`src/hw/rtl/srpp_pkg.sv`:
```
`default_nettype none

package srpp_pkg;

  localparam int KIND_W     = 3;
  localparam int DIST_W     = 24;
  localparam int SPEED_W    = 32;
  localparam int ACCEL_W    = 24;
  localparam int TICK_W     = 20;
  localparam int CFG_IDX_W  = 2;
  localparam int CFG_DATA_W = 24;
  localparam int TOTAL_W    = 23;
  localparam int TRAVEL_W   = 56;
  localparam int DRIVE_W    = 24;
  localparam int MUL_DIG    = 16;

  localparam logic [ACCEL_W-1:0] ACCEL_RESET = 24'd256;
  localparam logic [TICK_W-1:0]  TICK_RESET  = 20'd1000;
  localparam logic [TOTAL_W-1:0] TOTAL_MAX   = '1;
  localparam logic [DRIVE_W-1:0] DRIVE_MAX   = '1;

  localparam logic [CFG_IDX_W-1:0] CFG_MAX_ACCEL = 2'd0;
  localparam logic [CFG_IDX_W-1:0] CFG_TICK_RATE = 2'd1;

  typedef enum logic [KIND_W-1:0] {
    KIND_TICK     = 3'd0,
    KIND_START    = 3'd1,
    KIND_STOP     = 3'd2,
    KIND_MOVE     = 3'd3,
    KIND_SET_RATE = 3'd4,
    KIND_SET_DIR  = 3'd5
  } kind_t;

  typedef enum logic [3:0] {
    S_IDLE,
    S_EXEC,
    S_MUL_MT,
    S_REM,
    S_MUL_D,
    S_MUL_V,
    S_RAMP,
    S_TRAVEL,
    S_EMIT
  } state_t;

  typedef enum logic [3:0] {
    OP_NONE,
    OP_LOAD,
    OP_CMD,
    OP_MUL_MT,
    OP_LOAD_REM,
    OP_MUL_D,
    OP_MUL_V,
    OP_BRAKE_IF,
    OP_BRAKE,
    OP_FINISH,
    OP_RAMP,
    OP_TRAVEL,
    OP_EMIT
  } dp_op_t;

  typedef struct packed {
    dp_op_t op;
  } dp_cmd_t;

  typedef struct packed {
    kind_t kind;
    logic  run;
    logic  move;
    logic  mul_done;
    logic  rem_fin;
    logic  rem_le0;
    logic  out_block;
  } dp_stat_t;

endpackage

`default_nettype wire

```
`src/hw/rtl/srpp_mul.sv`:
```
`default_nettype none

module srpp_mul import srpp_pkg::*; #(
  parameter int A_W = 64,
  parameter int B_W = 32
) (
  input  logic               clk,
  input  logic               rst_n,
  input  logic               start,
  input  logic [A_W-1:0]     a,
  input  logic [B_W-1:0]     b,
  output logic               done,
  output logic [A_W+B_W-1:0] prod
);

  localparam int STEPS = (B_W + MUL_DIG - 1) / MUL_DIG;
  localparam int BP_W  = STEPS * MUL_DIG;
  localparam int P_W   = A_W + B_W;
  localparam int CNT_W = $clog2(STEPS + 1);

  logic [A_W-1:0]         a_r, a_nxt;
  logic [BP_W-1:0]        b_r, b_nxt;
  logic [P_W-1:0]         acc_r, acc_nxt;
  logic [CNT_W-1:0]       cnt_r, cnt_nxt;
  logic                   busy_r, busy_nxt;
  logic                   done_r, done_nxt;
  logic [A_W+MUL_DIG-1:0] part;

  // One 16-bit digit of b per cycle, most significant digit first.
  assign part = a_r * b_r[BP_W-1 -: MUL_DIG];

  always_comb begin
    a_nxt    = a_r;
    b_nxt    = b_r;
    acc_nxt  = acc_r;
    cnt_nxt  = cnt_r;
    busy_nxt = busy_r;
    done_nxt = 1'b0;
    if (start) begin
      a_nxt    = a;
      b_nxt    = BP_W'(b);
      acc_nxt  = '0;
      cnt_nxt  = CNT_W'(STEPS);
      busy_nxt = 1'b1;
    end else if (busy_r) begin
      acc_nxt = {acc_r[P_W-MUL_DIG-1:0], {MUL_DIG{1'b0}}} + P_W'(part);
      b_nxt   = {b_r[BP_W-MUL_DIG-1:0], {MUL_DIG{1'b0}}};
      cnt_nxt = cnt_r - CNT_W'(1);
      if (cnt_r == CNT_W'(1)) begin
        busy_nxt = 1'b0;
        done_nxt = 1'b1;
      end
    end
  end

  always_ff @(posedge clk) begin
    if (!rst_n) begin
      busy_r <= 1'b0;
      done_r <= 1'b0;
      cnt_r  <= '0;
    end else begin
      busy_r <= busy_nxt;
      done_r <= done_nxt;
      cnt_r  <= cnt_nxt;
    end
  end

  always_ff @(posedge clk) begin
    a_r   <= a_nxt;
    b_r   <= b_nxt;
    acc_r <= acc_nxt;
  end

  assign done = done_r;
  assign prod = acc_r;

endmodule

`default_nettype wire

```
`src/hw/rtl/srpp_dp.sv`:
```
`default_nettype none

module srpp_dp import srpp_pkg::*; #(
  parameter int FRAC_BITS  = 8,
  parameter int RATE_WIDTH = 32
) (
  input  logic                      clk,
  input  logic                      rst_n,
  input  logic                      cfg_we,
  input  logic [CFG_IDX_W-1:0]      cfg_index,
  input  logic [CFG_DATA_W-1:0]     cfg_wdata,
  input  logic [KIND_W-1:0]         in_kind,
  input  logic signed [DIST_W-1:0]  in_move_distance,
  input  logic signed [SPEED_W-1:0] in_speed_value,
  input  logic                      in_dir_value,
  input  dp_cmd_t                   cmd,
  output dp_stat_t                  stat,
  input  logic                      out_stall,
  output logic                      out_valid,
  output logic [DRIVE_W-1:0]        out_step_freq_hz,
  output logic                      out_dir_out,
  output logic                      out_is_running,
  output logic                      out_in_move,
  output logic                      out_move_done
);

  localparam int RW      = RATE_WIDTH;
  localparam int SCALE_W = TICK_W + FRAC_BITS;
  localparam int PROD1_W = TOTAL_W + SCALE_W;
  localparam int REM_W   = ((PROD1_W > TRAVEL_W) ? PROD1_W : TRAVEL_W) + 2;
  localparam int MA_W0   = (SCALE_W > RW) ? SCALE_W : RW;
  localparam int MA_W    = (MA_W0 > REM_W - 1) ? MA_W0 : REM_W - 1;
  localparam int MB_W    = (RW > ACCEL_W + 1) ? RW : ACCEL_W + 1;
  localparam int P_W     = MA_W + MB_W;
  localparam int SX_W    = (RW > SPEED_W) ? RW : SPEED_W;
  localparam int AX_W    = ((RW > ACCEL_W) ? RW : ACCEL_W) + 2;
  localparam int TS_W    = TRAVEL_W + 1;
  localparam int DX_W    = RW + DRIVE_W;

  localparam logic signed [RW-1:0] RATE_MAX = {1'b0, {(RW-1){1'b1}}};
  localparam logic signed [RW-1:0] RATE_MIN = {1'b1, {(RW-1){1'b0}}};
  localparam logic signed [RW-1:0] HALF_HZ  = RW'(1) << (FRAC_BITS - 1);
  localparam logic signed [TRAVEL_W-1:0] TRAVEL_MAX = {1'b0, {(TRAVEL_W-1){1'b1}}};
  localparam logic signed [TRAVEL_W-1:0] TRAVEL_MIN = {1'b1, {(TRAVEL_W-1){1'b0}}};

  // Configuration registers.
  logic [ACCEL_W-1:0] max_accel_r, max_accel_nxt;
  logic [TICK_W-1:0]  tick_rate_r, tick_rate_nxt;

  // Captured command.
  kind_t                     kind_r, kind_nxt;
  logic signed [DIST_W-1:0]  dist_r, dist_nxt;
  logic signed [SPEED_W-1:0] speed_r, speed_nxt;
  logic                      dir_in_r, dir_in_nxt;

  // Profile state.
  logic                       run_r, run_nxt;
  logic                       move_r, move_nxt;
  logic                       dir_r, dir_nxt;
  logic signed [RW-1:0]       cur_r, cur_nxt;
  logic signed [RW-1:0]       tgt_r, tgt_nxt;
  logic [TOTAL_W-1:0]         total_r, total_nxt;
  logic signed [TRAVEL_W-1:0] travel_r, travel_nxt;
  logic [DRIVE_W-1:0]         drive_r, drive_nxt;
  logic                       done_r, done_nxt;

  // Braking test intermediates.
  logic signed [REM_W-1:0] rem_r, rem_nxt;
  logic [P_W-1:0]          d_r, d_nxt;

  // Output register.
  logic               out_valid_r, out_valid_nxt;
  logic [DRIVE_W-1:0] out_freq_r, out_freq_nxt;
  logic               out_dir_r, out_dir_nxt;
  logic               out_run_r, out_run_nxt;
  logic               out_move_r, out_move_nxt;
  logic               out_done_r, out_done_nxt;

  // Shared multiplier.
  logic            mul_start;
  logic [MA_W-1:0] mul_a;
  logic [MB_W-1:0] mul_b;
  logic            mul_done;
  logic [P_W-1:0]  mul_prod;

  logic [TICK_W-1:0]        tick_eff;
  logic [SCALE_W-1:0]       scale;
  logic signed [SX_W-1:0]   spd_x;
  logic signed [RW-1:0]     spd_clamp;
  logic signed [AX_W-1:0]   acc_x;
  logic signed [RW-1:0]     start_rate;
  logic [DIST_W-1:0]        dist_mag;
  logic [TOTAL_W-1:0]       total_calc;
  logic signed [AX_W-1:0]   cur_x;
  logic signed [AX_W-1:0]   tgt_x;
  logic signed [AX_W-1:0]   diff;
  logic signed [RW-1:0]     ramp_rate;
  logic signed [TS_W-1:0]   tsum;
  logic signed [TRAVEL_W-1:0] travel_sat;
  logic [RW-1:0]            cur_u;
  logic [RW-1:0]            whole;
  logic [DX_W-1:0]          whole_x;
  logic [DRIVE_W-1:0]       drive_calc;
  logic [RW-1:0]            vmag;
  logic signed [REM_W-1:0]  rem_calc;
  logic signed [REM_W:0]    rem2;
  logic signed [REM_W:0]    scale2;
  logic                     out_take;

  srpp_mul #(
    .A_W (MA_W),
    .B_W (MB_W)
  ) u_mul (
    .clk   (clk),
    .rst_n (rst_n),
    .start (mul_start),
    .a     (mul_a),
    .b     (mul_b),
    .done  (mul_done),
    .prod  (mul_prod)
  );

  // A tick rate of zero counts as one tick per second.
  assign tick_eff = (tick_rate_r == '0) ? TICK_W'(1) : tick_rate_r;
  assign scale    = {tick_eff, {FRAC_BITS{1'b0}}};

  assign spd_x     = SX_W'(speed_r);
  assign spd_clamp = (spd_x > SX_W'(RATE_MAX)) ? RATE_MAX :
                     (spd_x < SX_W'(RATE_MIN)) ? RATE_MIN : RW'(spd_x);

  assign acc_x      = AX_W'($signed({1'b0, max_accel_r}));
  assign start_rate = (acc_x > AX_W'(RATE_MAX)) ? RATE_MAX : RW'(acc_x);

  assign dist_mag   = dist_r[DIST_W-1] ? (~dist_r + DIST_W'(1)) : dist_r;
  assign total_calc = dist_mag[DIST_W-1] ? TOTAL_MAX : dist_mag[TOTAL_W-1:0];

  // The step toward the target never passes it, so the result stays in range.
  assign cur_x = AX_W'(cur_r);
  assign tgt_x = AX_W'(tgt_r);
  assign diff  = tgt_x - cur_x;
  always_comb begin
    if (diff > acc_x) begin
      ramp_rate = RW'(cur_x + acc_x);
    end else if (diff < -acc_x) begin
      ramp_rate = RW'(cur_x - acc_x);
    end else begin
      ramp_rate = tgt_r;
    end
  end

  assign tsum = TS_W'(travel_r) + TS_W'(cur_r);
  assign travel_sat = (tsum[TS_W-1] != tsum[TS_W-2]) ?
                      (tsum[TS_W-1] ? TRAVEL_MIN : TRAVEL_MAX) : tsum[TRAVEL_W-1:0];

  assign cur_u      = cur_r;
  assign whole      = cur_u >> FRAC_BITS;
  assign whole_x    = DX_W'(whole);
  assign drive_calc = (cur_r <= HALF_HZ) ? '0 :
                      (whole_x > DX_W'(DRIVE_MAX)) ? DRIVE_MAX : whole_x[DRIVE_W-1:0];

  assign vmag = cur_r[RW-1] ? (~cur_u + RW'(1)) : cur_u;

  // Remaining distance in travel units: move_total * scale - travel_sum.
  assign rem_calc = REM_W'($signed({1'b0, mul_prod[PROD1_W-1:0]})) - REM_W'(travel_r);
  assign rem2     = {rem_r, 1'b0};
  assign scale2   = (REM_W+1)'(scale);

  assign out_take = out_valid_r && !out_stall;

  always_comb begin
    mul_start = 1'b0;
    mul_a     = '0;
    mul_b     = '0;
    case (cmd.op)
      OP_MUL_MT: begin
        mul_start = 1'b1;
        mul_a     = MA_W'(scale);
        mul_b     = MB_W'(total_r);
      end
      OP_MUL_D: begin
        mul_start = 1'b1;
        mul_a     = MA_W'(rem_r[REM_W-2:0]);
        mul_b     = MB_W'({max_accel_r, 1'b0});
      end
      OP_MUL_V: begin
        mul_start = 1'b1;
        mul_a     = MA_W'(vmag);
        mul_b     = MB_W'(vmag);
      end
      default: begin
      end
    endcase
  end

  always_comb begin
    max_accel_nxt = max_accel_r;
    tick_rate_nxt = tick_rate_r;
    kind_nxt      = kind_r;
    dist_nxt      = dist_r;
    speed_nxt     = speed_r;
    dir_in_nxt    = dir_in_r;
    run_nxt       = run_r;
    move_nxt      = move_r;
    dir_nxt       = dir_r;
    cur_nxt       = cur_r;
    tgt_nxt       = tgt_r;
    total_nxt     = total_r;
    travel_nxt    = travel_r;
    drive_nxt     = drive_r;
    done_nxt      = done_r;
    rem_nxt       = rem_r;
    d_nxt         = d_r;
    out_valid_nxt = out_take ? 1'b0 : out_valid_r;
    out_freq_nxt  = out_freq_r;
    out_dir_nxt   = out_dir_r;
    out_run_nxt   = out_run_r;
    out_move_nxt  = out_move_r;
    out_done_nxt  = out_done_r;

    if (cfg_we) begin
      case (cfg_index)
        CFG_MAX_ACCEL: max_accel_nxt = cfg_wdata[ACCEL_W-1:0];
        CFG_TICK_RATE: tick_rate_nxt = cfg_wdata[TICK_W-1:0];
        default: begin
        end
      endcase
    end

    case (cmd.op)
      OP_LOAD: begin
        kind_nxt   = kind_t'(in_kind);
        dist_nxt   = in_move_distance;
        speed_nxt  = in_speed_value;
        dir_in_nxt = in_dir_value;
        done_nxt   = 1'b0;
      end
      OP_CMD: begin
        case (kind_r)
          KIND_START: begin
            if (!run_r) begin
              cur_nxt    = start_rate;
              tgt_nxt    = start_rate;
              move_nxt   = 1'b0;
              travel_nxt = '0;
              run_nxt    = 1'b1;
            end
          end
          KIND_STOP: begin
            run_nxt    = 1'b0;
            move_nxt   = 1'b0;
            cur_nxt    = '0;
            tgt_nxt    = '0;
            travel_nxt = '0;
            drive_nxt  = '0;
          end
          KIND_MOVE: begin
            if (!run_r) begin
              cur_nxt = start_rate;
            end
            run_nxt    = 1'b1;
            move_nxt   = 1'b1;
            total_nxt  = total_calc;
            travel_nxt = '0;
            dir_nxt    = dist_r[DIST_W-1];
            tgt_nxt    = spd_clamp;
          end
          KIND_SET_RATE: tgt_nxt = spd_clamp;
          KIND_SET_DIR:  dir_nxt = dir_in_r;
          // A tick reaches here only while the controller is stopped.
          KIND_TICK: begin
            cur_nxt  = '0;
            move_nxt = 1'b0;
          end
          default: begin
          end
        endcase
      end
      OP_LOAD_REM: rem_nxt = rem_calc;
      OP_MUL_V:    d_nxt   = mul_prod;
      OP_BRAKE_IF: begin
        if (d_r <= mul_prod) begin
          tgt_nxt = '0;
        end
      end
      OP_BRAKE:    tgt_nxt = '0;
      OP_FINISH: begin
        cur_nxt   = '0;
        tgt_nxt   = '0;
        move_nxt  = 1'b0;
        drive_nxt = '0;
        done_nxt  = 1'b1;
      end
      OP_RAMP:     cur_nxt = ramp_rate;
      OP_TRAVEL: begin
        travel_nxt = travel_sat;
        drive_nxt  = drive_calc;
      end
      OP_EMIT: begin
        out_valid_nxt = 1'b1;
        out_freq_nxt  = drive_r;
        out_dir_nxt   = dir_r;
        out_run_nxt   = run_r;
        out_move_nxt  = move_r;
        out_done_nxt  = done_r;
      end
      default: begin
      end
    endcase
  end

  always_ff @(posedge clk) begin
    if (!rst_n) begin
      max_accel_r <= ACCEL_RESET;
      tick_rate_r <= TICK_RESET;
      run_r       <= 1'b0;
      move_r      <= 1'b0;
      dir_r       <= 1'b0;
      cur_r       <= '0;
      tgt_r       <= '0;
      total_r     <= '0;
      travel_r    <= '0;
      drive_r     <= '0;
      done_r      <= 1'b0;
      out_valid_r <= 1'b0;
    end else begin
      max_accel_r <= max_accel_nxt;
      tick_rate_r <= tick_rate_nxt;
      run_r       <= run_nxt;
      move_r      <= move_nxt;
      dir_r       <= dir_nxt;
      cur_r       <= cur_nxt;
      tgt_r       <= tgt_nxt;
      total_r     <= total_nxt;
      travel_r    <= travel_nxt;
      drive_r     <= drive_nxt;
      done_r      <= done_nxt;
      out_valid_r <= out_valid_nxt;
    end
  end

  always_ff @(posedge clk) begin
    kind_r     <= kind_nxt;
    dist_r     <= dist_nxt;
    speed_r    <= speed_nxt;
    dir_in_r   <= dir_in_nxt;
    rem_r      <= rem_nxt;
    d_r        <= d_nxt;
    out_freq_r <= out_freq_nxt;
    out_dir_r  <= out_dir_nxt;
    out_run_r  <= out_run_nxt;
    out_move_r <= out_move_nxt;
    out_done_r <= out_done_nxt;
  end

  assign stat.kind      = kind_r;
  assign stat.run       = run_r;
  assign stat.move      = move_r;
  assign stat.mul_done  = mul_done;
  assign stat.rem_fin   = (rem2 <= scale2);
  assign stat.rem_le0   = rem_r[REM_W-1] || (rem_r == '0);
  assign stat.out_block = out_valid_r && out_stall;

  assign out_valid        = out_valid_r;
  assign out_step_freq_hz = out_freq_r;
  assign out_dir_out      = out_dir_r;
  assign out_is_running   = out_run_r;
  assign out_in_move      = out_move_r;
  assign out_move_done    = out_done_r;

endmodule

`default_nettype wire

```
`src/hw/rtl/srpp_ctrl.sv`:
```
`default_nettype none

module srpp_ctrl import srpp_pkg::*; (
  input  logic     clk,
  input  logic     rst_n,
  input  logic     in_valid,
  output logic     in_stall,
  input  dp_stat_t stat,
  output dp_cmd_t  cmd
);

  state_t state_r, state_nxt;

  always_comb begin
    state_nxt = state_r;
    case (state_r)
      S_IDLE: begin
        if (in_valid) begin
          state_nxt = S_EXEC;
        end
      end
      S_EXEC: begin
        if (stat.kind == KIND_TICK && stat.run) begin
          state_nxt = stat.move ? S_MUL_MT : S_RAMP;
        end else begin
          state_nxt = S_EMIT;
        end
      end
      S_MUL_MT: begin
        if (stat.mul_done) begin
          state_nxt = S_REM;
        end
      end
      S_REM: begin
        if (stat.rem_fin) begin
          state_nxt = S_EMIT;
        end else if (stat.rem_le0) begin
          state_nxt = S_RAMP;
        end else begin
          state_nxt = S_MUL_D;
        end
      end
      S_MUL_D: begin
        if (stat.mul_done) begin
          state_nxt = S_MUL_V;
        end
      end
      S_MUL_V: begin
        if (stat.mul_done) begin
          state_nxt = S_RAMP;
        end
      end
      S_RAMP:   state_nxt = S_TRAVEL;
      S_TRAVEL: state_nxt = S_EMIT;
      S_EMIT: begin
        if (!stat.out_block) begin
          state_nxt = S_IDLE;
        end
      end
      default: state_nxt = S_IDLE;
    endcase
  end

  always_comb begin
    cmd.op   = OP_NONE;
    in_stall = (state_r != S_IDLE);
    case (state_r)
      S_IDLE: begin
        if (in_valid) begin
          cmd.op = OP_LOAD;
        end
      end
      S_EXEC: begin
        if (stat.kind == KIND_TICK && stat.run) begin
          cmd.op = stat.move ? OP_MUL_MT : OP_NONE;
        end else begin
          cmd.op = OP_CMD;
        end
      end
      S_MUL_MT: begin
        if (stat.mul_done) begin
          cmd.op = OP_LOAD_REM;
        end
      end
      // Completion wins over braking: it clears the target anyway.
      S_REM: begin
        if (stat.rem_fin) begin
          cmd.op = OP_FINISH;
        end else if (stat.rem_le0) begin
          cmd.op = OP_BRAKE;
        end else begin
          cmd.op = OP_MUL_D;
        end
      end
      S_MUL_D: begin
        if (stat.mul_done) begin
          cmd.op = OP_MUL_V;
        end
      end
      S_MUL_V: begin
        if (stat.mul_done) begin
          cmd.op = OP_BRAKE_IF;
        end
      end
      S_RAMP:   cmd.op = OP_RAMP;
      S_TRAVEL: cmd.op = OP_TRAVEL;
      S_EMIT: begin
        if (!stat.out_block) begin
          cmd.op = OP_EMIT;
        end
      end
      default: cmd.op = OP_NONE;
    endcase
  end

  always_ff @(posedge clk) begin
    if (!rst_n) begin
      state_r <= S_IDLE;
    end else begin
      state_r <= state_nxt;
    end
  end

endmodule

`default_nettype wire

```
`src/hw/rtl/stepper_ramp_position_profiler_core.sv`:
```
// Stepper ramp position profiler: trapezoidal step-rate generator.
// Input channel (in_valid / in_stall): one command per transfer, either a
// control tick, start, stop, relative move, set target rate or set direction.
// Every command produces exactly one status transfer on the output channel
// (out_valid / out_stall) with the drive rate, direction and status flags.
// Configuration (cfg_valid / cfg_ready, cfg_index, cfg_wdata): index 0 is the
// acceleration limit, index 1 the tick rate; cfg_ready is always high. The user
// makes writes only while no command is in flight; the block does not check it.
// One command is processed at a time. Non-tick commands and ticks while
// stopped execute and then emit their status; running ticks without a move
// ramp the rate and update the travel sum before emitting. A tick during a
// move first multiplies the move total by the tick scale; unless the move
// completes or no distance remains, it then runs two more products, the
// stopping span and the squared rate, on the same shared 16-bit-digit
// multiplier. in_stall is high while a command is processed.
// The result register lets a new command be taken while the previous status
// waits; a stalled receiver holds the block in its final step until the
// status register frees up. Reset restores the acceleration limit to 256,
// the tick rate to 1000 and clears all motion state.
`default_nettype none

module stepper_ramp_position_profiler_core import srpp_pkg::*; #(
  parameter int FRAC_BITS  = 8,
  parameter int RATE_WIDTH = 32
) (
  input  logic                      clk,
  input  logic                      rst_n,
  input  logic                      cfg_valid,
  output logic                      cfg_ready,
  input  logic [CFG_IDX_W-1:0]      cfg_index,
  input  logic [CFG_DATA_W-1:0]     cfg_wdata,
  input  logic                      in_valid,
  output logic                      in_stall,
  input  logic [KIND_W-1:0]         in_kind,
  input  logic signed [DIST_W-1:0]  in_move_distance,
  input  logic signed [SPEED_W-1:0] in_speed_value,
  input  logic                      in_dir_value,
  output logic                      out_valid,
  input  logic                      out_stall,
  output logic [DRIVE_W-1:0]        out_step_freq_hz,
  output logic                      out_dir_out,
  output logic                      out_is_running,
  output logic                      out_in_move,
  output logic                      out_move_done
);

  dp_cmd_t  cmd;
  dp_stat_t stat;
  logic     cfg_we;

  assign cfg_ready = 1'b1;
  assign cfg_we    = cfg_valid && cfg_ready;

  srpp_ctrl u_ctrl (
    .clk      (clk),
    .rst_n    (rst_n),
    .in_valid (in_valid),
    .in_stall (in_stall),
    .stat     (stat),
    .cmd      (cmd)
  );

  srpp_dp #(
    .FRAC_BITS  (FRAC_BITS),
    .RATE_WIDTH (RATE_WIDTH)
  ) u_dp (
    .clk              (clk),
    .rst_n            (rst_n),
    .cfg_we           (cfg_we),
    .cfg_index        (cfg_index),
    .cfg_wdata        (cfg_wdata),
    .in_kind          (in_kind),
    .in_move_distance (in_move_distance),
    .in_speed_value   (in_speed_value),
    .in_dir_value     (in_dir_value),
    .cmd              (cmd),
    .stat             (stat),
    .out_stall        (out_stall),
    .out_valid        (out_valid),
    .out_step_freq_hz (out_step_freq_hz),
    .out_dir_out      (out_dir_out),
    .out_is_running   (out_is_running),
    .out_in_move      (out_in_move),
    .out_move_done    (out_move_done)
  );

endmodule

`default_nettype wire

```
`config.mk`:
```
export PLATFORM = sky130hd
export DESIGN_NAME = stepper_ramp_position_profiler_core
export DESIGN_NICKNAME = d
export VERILOG_FILES = /design/src/hw/rtl/srpp_pkg.sv /design/src/hw/rtl/srpp_mul.sv /design/src/hw/rtl/srpp_dp.sv /design/src/hw/rtl/srpp_ctrl.sv /design/src/hw/rtl/stepper_ramp_position_profiler_core.sv
export SDC_FILE = /design/constraint.sdc
export NUM_CORES = 2
export LEC_CHECK = 0
export BUFFER_PORTS_ARGS = -buffer_cell sky130_fd_sc_hd__buf_2
export CAP_MARGIN = 15
export CORE_ASPECT_RATIO = 0.9
export CORE_MARGIN = 4
export CORE_UTILIZATION = 50
export CTS_CLUSTER_SIZE = 12
export DETAILED_ROUTE_END_ITERATION = 8
export GPL_TIMING_DRIVEN = 0
export PLACE_DENSITY = 0.67
export SYNTH_ARGS = -nofsm -noshare
export SYNTH_HDL_FRONTEND = slang
export SYNTH_HIERARCHICAL = 1
export SYNTH_SLANG_ARGS = --single-unit
export TNS_END_PERCENT = 30
```
`constraint.sdc`:
```
create_clock -name clk -period 8.24 [get_ports clk]
set_clock_uncertainty 0.05 [all_clocks]
set_input_delay 1.236 -clock clk [delete_from_list [all_inputs] [get_ports clk]]
set_output_delay 1.236 -clock clk [all_outputs]
set_load 0.05 [all_outputs]
```
==> impl_metrics.toml <==
[setup_path]
start_kind = "register"
crit_top_cell = "fa_1"
r2r_setup_slack_ps = 90
r2r-start = "u_dp/u_mul/b_r[20]"
endpoint = "u_dp/u_mul/prod[67]"
path_max_fanout = 11
r2r_cells = 24
crit_path_max_incr_delay_ps = 760
critical_path_required_ps = 8730
rr_endpoint = "u_dp/u_mul/prod[67]"
cp-end-kind = "register"
crit_slowest_cell = "clkbuf_1"
crit_start = "u_dp/u_mul/b_r[20]"
path_class = "reg -> reg"
cp.arrival_ps = 8640
path_cells = "clkbuf_1 > and2_1 > fa_1 > inv_1 > fa_1 > fa_1 > inv_1 > fa_1 > fa_1 > inv_1 > fa_1 > inv_1 > ha_1 > nand4_1 > or4_1 > a211oi_1 > nand3b_1 > a21oi_2 > o21a_2 > o21a_1 > o21ai_0 > a21oi_1 > xnor2_1 > o21ai_0"

[synthesis]
yosys.area.top_type = "fa_1"
synth_edf_count = 323
ys_seq_area_frac = 0.2278
synthArstFlopShare = 0
yosysWarnings = 6
synth_nets = 9417
synthCells = 7979
synthesis.area_mm2 = 0.07009
ys_ff_latch = 636
syn_area_per_cell_um2 = 8.785
synth_cell_type_count = 102
synth_commonest_cells = "inv_1 (1332), nand2_1 (1085), fa_1 (830)"
yosys-top-cells-area = "fa_1 (24%), edfxtp_1 (14%), ha_1 (9.2%), dfxtp_1 (8.9%), inv_1 (7.1%)"
synthDominantCellAreaShare = 0.2370
synth_ff_type = "edfxtp_1"
yosys.cell_count.top_type = "inv_1"

[floorplanning]
start_util = 0.5028
die_width_um = 402.7
die_h_um = 363.2
io_pins = 122
core.rowCount = 130
die_area_mm2 = 0.1463
core_mm2 = 0.1394

[clock_network]
clk_latency_ps = 680
cts_tree = "built"
postCtsHoldBufs = 0
htree_levels = 3
cts.sinks = 636
clockBufferDepth = 3
clk_root_buffer_cell = "clkbuf_16"
cts_buffers = 74
clkSlewWorstSetupHoldPaths_ps = 60

[hold_path]
hold_depth = 0
hold_path.class = "reg -> reg"

[placed_design]
hpwl_um = 207000
io_buffers = 120
globalplace.congestion = 1.005

[timing]
setup_violations = 0
drv_slew = 0
tightestPinTransition_ps = 1157
maxSlewHeadroom = 0.2288
fmax_mhz = 122.8
finalSetupTns_ps = 0
min_period_ps = 8145
rsz0062_at_grt = "yes"
fin_crit_sh = 0.9885
hold_viol_final = 0

[finish]
layout-area-overhead-vs-synth_pct = 9.029
fill_cells = 12810
nets = 9657
multi_input_area_mm2 = 0.04775
drive_gt1_frac = 0.06062
seq_area_mm2 = 0.01597

[global_route]
grt_start_max_net_pins = 36
antenna_found_initial = 15
gr-usage-all-layers = 0.3444
first_global_vias = 58990
grt_pass1_wl_um = 377600
globalRoute.totalOverflow = 0

[detailed_routing]
dr.pass1.iters = 8
viasPerCell = 5.856
vias = 59350
wl_per_cell_um = 24.81
ant_nets = 0
drtIter0Drc = 6116
drc = 0
drt_wl_total_um = 251500

[job]
maxCapViolCount = 0

[run_status]
status = "completed"
-- registers in the layout, summed over array words and instances, names as in the netlist, 2 cells and up --
register               flops
u_ctrl/state_r             4
u_dp/tgt_r                32
u_dp/cur_r                32
u_dp/travel_r             56
u_dp/rem_r                57
u_dp/dist_r               24
u_dp/total_r              23
u_dp/tick_rate_r          20
u_dp/spd_x                32
u_dp/u_mul/cnt_r           2
u_dp/u_mul/a_r            57
u_dp/u_mul/b_r            32
u_dp/u_mul/prod           89
u_dp/d_r                  89
u_dp/kind_r                3
u_dp/drive_r              24
u_dp/out_step_freq_hz     24
u_dp/max_accel_r          24
-- per-layer routing --
metal,up-vias,global-route usage,share of wire
met5,-,0,0.00016
li1,26630,-,-
met1,29290,0.4795,0.42
met3,511,0.06193,0.097
met2,2906,0.5311,0.44
met4,6,0.1466,0.048
-- repair_timing --
item | CTS | global route
gates resized for setup | 79 | 170
setup buffers | 3 | 14
setup endpoints to repair | 157 | 151
cloned | 2 | 1
pin swaps | 2 | 3
-- worst min path at each step --
stage	startpoint	endpoint	slack [ps]
finish	u_dp/drive_r[5]	u_dp/out_step_freq_hz[5]	380
CTS	u_dp/drive_r[5]	u_dp/out_step_freq_hz[5]	380
global route	u_dp/drive_r[5]	u_dp/out_step_freq_hz[5]	400
detailed placement	u_dp/drive_r[5]	u_dp/out_step_freq_hz[5]	370
global placement	u_dp/drive_r[5]	u_dp/out_step_freq_hz[5]	370
floorplan	u_dp/drive_r[23]	u_dp/out_step_freq_hz[23]	350
-- stage by stage --
stage	util	instance area (µm²)	worst slack, ps	instances	hold WS, ps
floorplan	-	70100	4.222	7979	350.1
global placement	0.5238	73010	-4121	9947	370.6
detailed placement	0.5263	73370	-1725	9971	369.0
CTS	0.5459	76100	0.3935	10110	382.6
global route	0.5481	76410	-86.04	10130	397.0
finish	0.5482	76420	94.93	10140	382.0
-- area by class of cell --
type | count | area share
tap | 1848 | 0.03026
inverter | 1336 | 0.06570
timing repair buffer | 163 | 0.01400
clock inverter | 34 | 0.005796
timing repair inverter | 1 | 0.00006549
clock buffer | 104 | 0.02746
antenna | 6 | 0.0001965
multi-input combinational | 5618 | 0.6248
buffer | 389 | 0.02286
sequential | 636 | 0.2089
-- logic make-up after synthesis --
group	count (synthesis)	synth area share
fa+ha+maj	1349	0.3296
buf+inv	1727	0.09355
compound gates	1487	0.1379
xor+xnor	314	0.03923
other cells	1	0.00005350
flops	636	0.2278
simple gates	2378	0.1589
mux	87	0.01294
-- cells in the final DEF (no fill, tap or decap), types with 196 or more instances in the layout --
master	count
inv_1	1330
nand2_1	1085
fa_1	830
ha_1	517
a21oi_1	393
nor2_1	389
and2_1	324
edfxtp_1	323
o21ai_0	313
dfxtp_1	313
clkbuf_1	270
xnor2_1	205
a21o_1	196
-- critical path: cells and delay by family, from the launching register on --
| family | cells | cell delay [ps] |
|---|---|---|
| and+or+nand+nor | 4 | 1340 |
| buffers and inverters | 5 | 1010 |
| xor gates and xnor gates | 1 | 290 |
| adders and majority gates | 7 | 3400 |
| DFF | 1 | 440 |
| AOI/OAI and AO/OA | 7 | 1500 |
Power is not shown: default switching activity piles up to over one toggle a cycle in this logic, so the estimate is an artifact.
